## config.mk

```make
export PLATFORM = sky130hd
export DESIGN_NAME = tbp_ctrl
export DESIGN_NICKNAME = d
export VERILOG_FILES = /design/src/sv/tbp_pkg.sv /design/src/sv/tbp_ctrl.sv
export SDC_FILE = /design/constraint.sdc
export NUM_CORES = 1
export LEC_CHECK = 0
export BUFFER_PORTS_ARGS = -buffer_cell sky130_fd_sc_hd__buf_2
export CAP_MARGIN = 20
export CORE_AREA = 2 2 39 41
export DETAILED_ROUTE_END_ITERATION = 16
export DIE_AREA = 0 0 41 43
export GPL_TIMING_DRIVEN = 0
export HOLD_SLACK_MARGIN = 0.15
export PLACE_DENSITY = 0.35
export SYNTH_ARGS = -nofsm -noshare
export SYNTH_HDL_FRONTEND = slang
export SYNTH_SLANG_ARGS = --single-unit
```

## constraint.sdc

```tcl
create_clock -name clk -period 2.4 [get_ports clk]
set_input_delay 0.36 -clock clk [delete_from_list [all_inputs] [get_ports clk]]
set_output_delay 0.36 -clock clk [all_outputs]
set_load 0.01 [all_outputs]
```

## src/sv/tbp_pkg.sv

```systemverilog
// Shared types, codes and constants of the tagged branch predictor.
package tbp_pkg;

    // Fixed field widths of the request and result words.
    localparam int ADDR_BITS = 48;
    localparam int CNT_W     = 32;
    localparam int USEFUL_W  = 3;
    localparam int PROV_W    = 3;

    // Action codes carried in the request word.
    localparam logic [1:0] ACT_PREDICT = 2'd0;
    localparam logic [1:0] ACT_UPDATE  = 2'd1;
    localparam logic [1:0] ACT_PREFILL = 2'd2;

    // Hash geometry: index and tag windows step by four bits per table.
    localparam int          IDX_SHIFT     = 2;
    localparam int          TAG_SHIFT     = 6;
    localparam int          HASH_STRIDE   = 4;
    localparam logic [63:0] HASH_LOW_MASK = 64'hFFF;

    // Useful counter limits and the fall-through address step.
    localparam logic [USEFUL_W-1:0]  USEFUL_MAX     = 3'd7;
    localparam logic [USEFUL_W-1:0]  USEFUL_PREFILL = 3'd2;
    localparam logic [ADDR_BITS-1:0] PC_STEP        = 48'd4;

    typedef struct packed {
        logic [1:0]           action;
        logic [ADDR_BITS-1:0] branch_address;
        logic                 resolved_taken;
        logic [ADDR_BITS-1:0] target_address;
        logic                 last_of_batch;
    } request_t;

    typedef struct packed {
        logic                 predicted_taken;
        logic [ADDR_BITS-1:0] predicted_target;
        logic [PROV_W-1:0]    provider_table;
        logic [CNT_W-1:0]     prediction_count;
        logic [CNT_W-1:0]     correct_count;
        logic [CNT_W-1:0]     mispredict_count;
    } result_t;

    typedef enum logic [1:0] {
        ST_CLEAR,
        ST_IDLE,
        ST_EVAL
    } ctrl_state_t;

    // Commands from the controller to the datapath.
    typedef struct packed {
        logic clear;
        logic accept;
        logic eval;
    } cmd_t;

    // Status from the datapath to the controller.
    typedef struct packed {
        logic clear_last;
    } sts_t;

endpackage

```

## src/sv/tbp_ctrl.sv

```systemverilog
// Controller state machine: clearing pass, idle and evaluate states.
module tbp_ctrl (
    input  logic          clk,
    input  logic          rst_n,
    input  logic          start,
    output logic          busy,
    output logic          done,
    output tbp_pkg::cmd_t cmd,
    input  tbp_pkg::sts_t sts
);

    tbp_pkg::ctrl_state_t state_reg;
    tbp_pkg::ctrl_state_t state_next;
    logic                 done_reg;
    logic                 done_next;

    // State and strobe registers.
    always_ff @(posedge clk or negedge rst_n)
    begin
        if (!rst_n)
        begin
            state_reg <= tbp_pkg::ST_CLEAR;
            done_reg  <= 1'b0;
        end
        else
        begin
            state_reg <= state_next;
            done_reg  <= done_next;
        end
    end

    // Next state and commands.
    always_comb
    begin
        state_next = state_reg;
        cmd        = '0;
        busy       = 1'b1;
        done_next  = 1'b0;
        case (state_reg)
            tbp_pkg::ST_CLEAR:
            begin
                cmd.clear = 1'b1;
                if (sts.clear_last)
                begin
                    state_next = tbp_pkg::ST_IDLE;
                end
            end
            tbp_pkg::ST_IDLE:
            begin
                busy = 1'b0;
                if (start)
                begin
                    cmd.accept = 1'b1;
                    state_next = tbp_pkg::ST_EVAL;
                end
            end
            tbp_pkg::ST_EVAL:
            begin
                cmd.eval   = 1'b1;
                done_next  = 1'b1;
                state_next = tbp_pkg::ST_IDLE;
            end
            default:
            begin
                state_next = tbp_pkg::ST_CLEAR;
            end
        endcase
    end

    assign done = done_reg;

endmodule

```

==> Word-level counts from Yosys, hierarchy flattened <==
Index checks and enable logic that the tools add are counted.
{ "classes": {"eq_ne": 4, "n_mux": 8, "reduce_logical": 2} }
{ "op_table": {"columns": ["cell", "count"], "rows": [
  ["$pmux W2 S3", 1],
  ["$mux W1", 5],
  ["$mux W2", 2],
  ["$ne A2 B2 Y1 const B", 2],
  ["$eq A2 B1 Y1 const B", 1],
  ["$eq A2 B2 Y1 const B", 1],
  ["$logic_not A2 Y1", 1],
  ["$reduce_and A2 Y1", 1]
]} }
{ "word_totals": {"ff_bits": 3, "output_inout_bits": 5, "wordCells": 16} }

==> Logic depth before layout (Yosys ltp) <==
{ "logic_depth": {"depth_word": 3, "depth_mapped": 2} }

==> Worst setup path before layout <==
No wires, ideal clock.
{ "synth_timing": {"path_type": "flip-flop to output port", "startpoint": "register state_reg[0]", "endpoint": "output cmd[0] (netlist name)", "arrival_time_ns": 0.756, "setup_slack_ns": 1.284, "path_stages_with_launch": 3, "n_path_buf": 1, "path_cell_list": "dfrtp_1 > and2b_2 > buf_4"} }
{ "synth_via": {"elab_chain_len": 2} }
{ "synth_lines": {"columns": ["element", "line", "text"], "rows": [
  ["from (decl)", "tbp_ctrl.sv:12", "tbp_pkg::ctrl_state_t state_reg;"],
  ["from (signal assigned)", "tbp_ctrl.sv:22", "state_reg <= tbp_pkg::ST_CLEAR;"],
  ["from (signal assigned)", "tbp_ctrl.sv:27", "state_reg <= state_next;"],
  ["$eq A2 B2 Y1", null, null],
  ["$mux W1", null, null],
  ["to (decl)", "tbp_ctrl.sv:8", "output tbp_pkg::cmd_t cmd,"]
]} }
Every way passes these cells.

==> Worst setup path after layout <==
Same ends and word-level chain as after synthesis.

==> impl_metrics.tcl <==
set metrics [dict create \
    timing.final.hold_violations 0 \
    rsz_0062_raised_after_global_routing "no" \
    r2r-end "done" \
    routed-wl-met3_um 48 \
    power.leakage_nw 0.124 \
    number_of_global_route_vias_before_repair 122 \
    power_density_nw_per_um2 1240 \
    number_of_ports_placed_on_the_die_boundary 9 \
    irDropWorstVdd_mv 0.505 \
    antenna_cells_inserted 0 \
    grt_max_degree 5 \
    cts_tree "yes" \
    post-place-cells 36 \
    cts.htree.levels 1 \
    area_share_of_the_leading_cell_type_in_the_synthesized_netlist_pct 57.7 \
    worst-r2r-cell-count 1 \
    run_status "completed" \
    overflow 0 \
    critical_path.endpoint "cmd[0]" \
    fin_skew_ns 0.00428 \
    post_synth.cell_area_avg_um2 10.8 \
    drt_first_pass_iters 2 \
    launching_element_type_of_the_critical_path "register" \
    final_layout_size_suffix_gt1_share_pct 56.0 \
    synthesis.yosys.warnings 0 \
    finalSetupTns_ns 0 \
    synth.yosys.seq_area_share_pct 57.7 \
    floorplan.die.width_um 41 \
    criticalPathCategory "reg -> out" \
    worst_path_max_delay_cell "sky130_fd_sc_hd__dfrtp_1" \
    num_cts_buffers 3 \
    path_cells "and2b_2 -> buf_4 -> buf_2" \
    drt_wl_total_um 326 \
    p_seq_share_pct 30.9 \
    met2_wire_len_um 87 \
    syn_to_final_growth_pct 74.0 \
    globalRouteTotalUtil_pct 5.63 \
    initial_core_utilization_pct 9.40 \
    clock_sink_count 3 \
    multi_input_area_um2 43.8 \
    placement.io_buffers 8 \
    wire_length_of_the_first_global_routing_pass_um 538 \
    largest_register_ffs 2 \
    path_delay_family "flip-flops" \
    clk_pin_slew_ns 0.04 \
    netlist_top_cells_area "sky130_fd_sc_hd__dfrtp_1 (58%), sky130_fd_sc_hd__nor2_1 (12%), sky130_fd_sc_hd__nand2b_4 (11%), sky130_fd_sc_hd__and2b_2 (6.7%), sky130_fd_sc_hd__buf_4 (5.8%)" \
    antenna_found_initial 0 \
    postRouteAntennaNets 0 \
    post_drt_wl_per_cell_um 7.95 \
    switching_share_pct 34.3 \
    clk_latency_ns 0.24 \
    hpwlAfterDp_um 226 \
    buf_inv_stages_crit_path 2 \
    synth.ff_latch_count 3 \
    via_count 124 \
    clock_path_buffers 2 \
    timing.reg2reg.setup_slack_ns 1.61 \
    post_synth_instance_area_um2 130 \
    avgViaCountPerCell 3.02 \
    die-height_um 43 \
    crit_cells 3 \
    die_area_um2 1760 \
    seqCellArea_um2 75.1 \
    detail_route.drc_violations 0 \
    timing_worst_slew_pin_value_ns 0.177 \
    postSynthNetCount 16 \
    slew_viol_final 0 \
    layout_min_cycle_time_ns 1.52 \
    num-nets-final 30 \
    gpl.final_weighted_congestion 0.528 \
    power_frac_comb_pct 36.7 \
    launch_point_of_the_worst_reg_to_reg_path "state_reg[0]" \
    max_cap_violations 0 \
    fin_crit_sh_pct 63.2 \
    power.internal_mw 0.184 \
    critical_path_peak_fanout 4 \
    floorplan.rows 14 \
    synth_largest_area_cell "sky130_fd_sc_hd__dfrtp_1" \
    critical_path.max_stage_delay_ns 0.42 \
    postSynthCellCount 12 \
    timing.critical_path.required_ns 2.04 \
    max_slew_margin_pct 88.2 \
    crit_path_end_kind "output port" \
    post-cts-setup-buffers 0 \
    detail_route.iter0.violations 6 \
    timing.final.setup_violations 0 \
    clkPwrFrac_pct 32.4 \
    floorplan.core_area_um2 1380 \
    p_sw_mw 0.0962 \
    met1_length_um 182 \
    nFillCells 152 \
    fmaxAchievable_ghz 0.659 \
    clock_tree_root "sky130_fd_sc_hd__clkbuf_4" \
    cp.arrival_ns 1.16 \
    yosysUniqueCellTypes 7 \
    worst_setup_path_startpoint "state_reg[0]" \
    tightest_hold_check_type "in -> reg" \
    dr.max_layer_used "met4" \
    stdcell_count 41 \
]
==> worst min-delay path by stage <==
stage / cells past startpoint / from / end
global route: 2 / start / state_reg[0]
floorplan: 0 / rst_n / done
CTS: 2 / start / state_reg[0]
detailed placement: 1 / rst_n / done
global placement: 1 / rst_n / done
finish: 2 / start / state_reg[0]
==> cells in the final DEF, fill, tap and decap left out <==
| master | count |
|---|---|
| sky130_fd_sc_hd__clkbuf_4 | 3 |
| sky130_fd_sc_hd__inv_1 | 1 |
| sky130_fd_sc_hd__nor2_1 | 4 |
| sky130_fd_sc_hd__buf_2 | 8 |
| sky130_fd_sc_hd__dfrtp_1 | 3 |
| sky130_fd_sc_hd__clkbuf_1 | 1 |
| sky130_fd_sc_hd__o22ai_1 | 1 |
| sky130_fd_sc_hd__buf_4 | 1 |
| sky130_fd_sc_hd__nand2b_4 | 1 |
| sky130_fd_sc_hd__dlygate4sd3_1 | 1 |
| sky130_fd_sc_hd__and2b_2 | 1 |
==> per-stage QoR <==
step	area (um^2)	utilization (%)	hold slack [ns]	worst slack (ns)	power, mW
finish	226	16.4	0.353	0.883	0.280
global route	226	16.4	0.352	0.819	0.306
CTS	226	16.4	0.343	0.877	0.287
detailed placement	190	13.7	0.163	1.14	0.188
global placement	190	13.7	0.158	1.14	0.189
floorplan	130	-	0.0644	1.28	0.148
==> final cells by class <==
| type | count | share of cell area, % |
|---|---|---|
| plain buffers | 1 | 3.31 |
| repair buffers | 9 | 22.1 |
| clock buffers | 4 | 11.6 |
| multi-input cells | 7 | 19.3 |
| flip-flops and latches | 3 | 33.1 |
| well taps | 16 | 8.84 |
| inverters | 1 | 1.66 |
==> logic make-up after synthesis <==
group	count (synthesis)	share of synthesized area, %
compound gates	1	4.81
buf+inv	2	8.65
flops	3	57.7
simple gates	6	28.8
==> layer usage <==
| metal | track usage [%] | up-vias |
|---|---|---|
| met3 | 7.85 | 2 |
| li1 | - | 63 |
| met4 | 6.00 | 0 |
| met5 | 0 | - |
| met1 | 6.47 | 50 |
| met2 | 3.75 | 9 |
==> repair_timing <==
item / 4_1_cts / 5_1_grt
endpoints found under the hold margin: 3 / 0
gates resized for setup: 0 / 0
setup endpoints to repair: 0 / 0
hold buffers: 1 / 0
==> power groups by stage <==
stage	sequential (mW)	combinational (mW)	clock, mW
3_3_place_gp	0.0869	0.102	0
5_1_grt	0.0898	0.113	0.103
6_report	0.0868	0.103	0.0908
3_5_place_dp	0.0870	0.101	0
4_1_cts	0.0865	0.104	0.0955
2_1_floorplan	0.0869	0.0615	0
==> Yosys cell counts <==
library cell               count
sky130_fd_sc_hd__inv_1         1
sky130_fd_sc_hd__buf_4         1
sky130_fd_sc_hd__dfrtp_1       3
sky130_fd_sc_hd__and2b_2       1
sky130_fd_sc_hd__nand2b_4      1
sky130_fd_sc_hd__nor2_1        4
sky130_fd_sc_hd__o22ai_1       1
(Power assumes the default switching activity.)
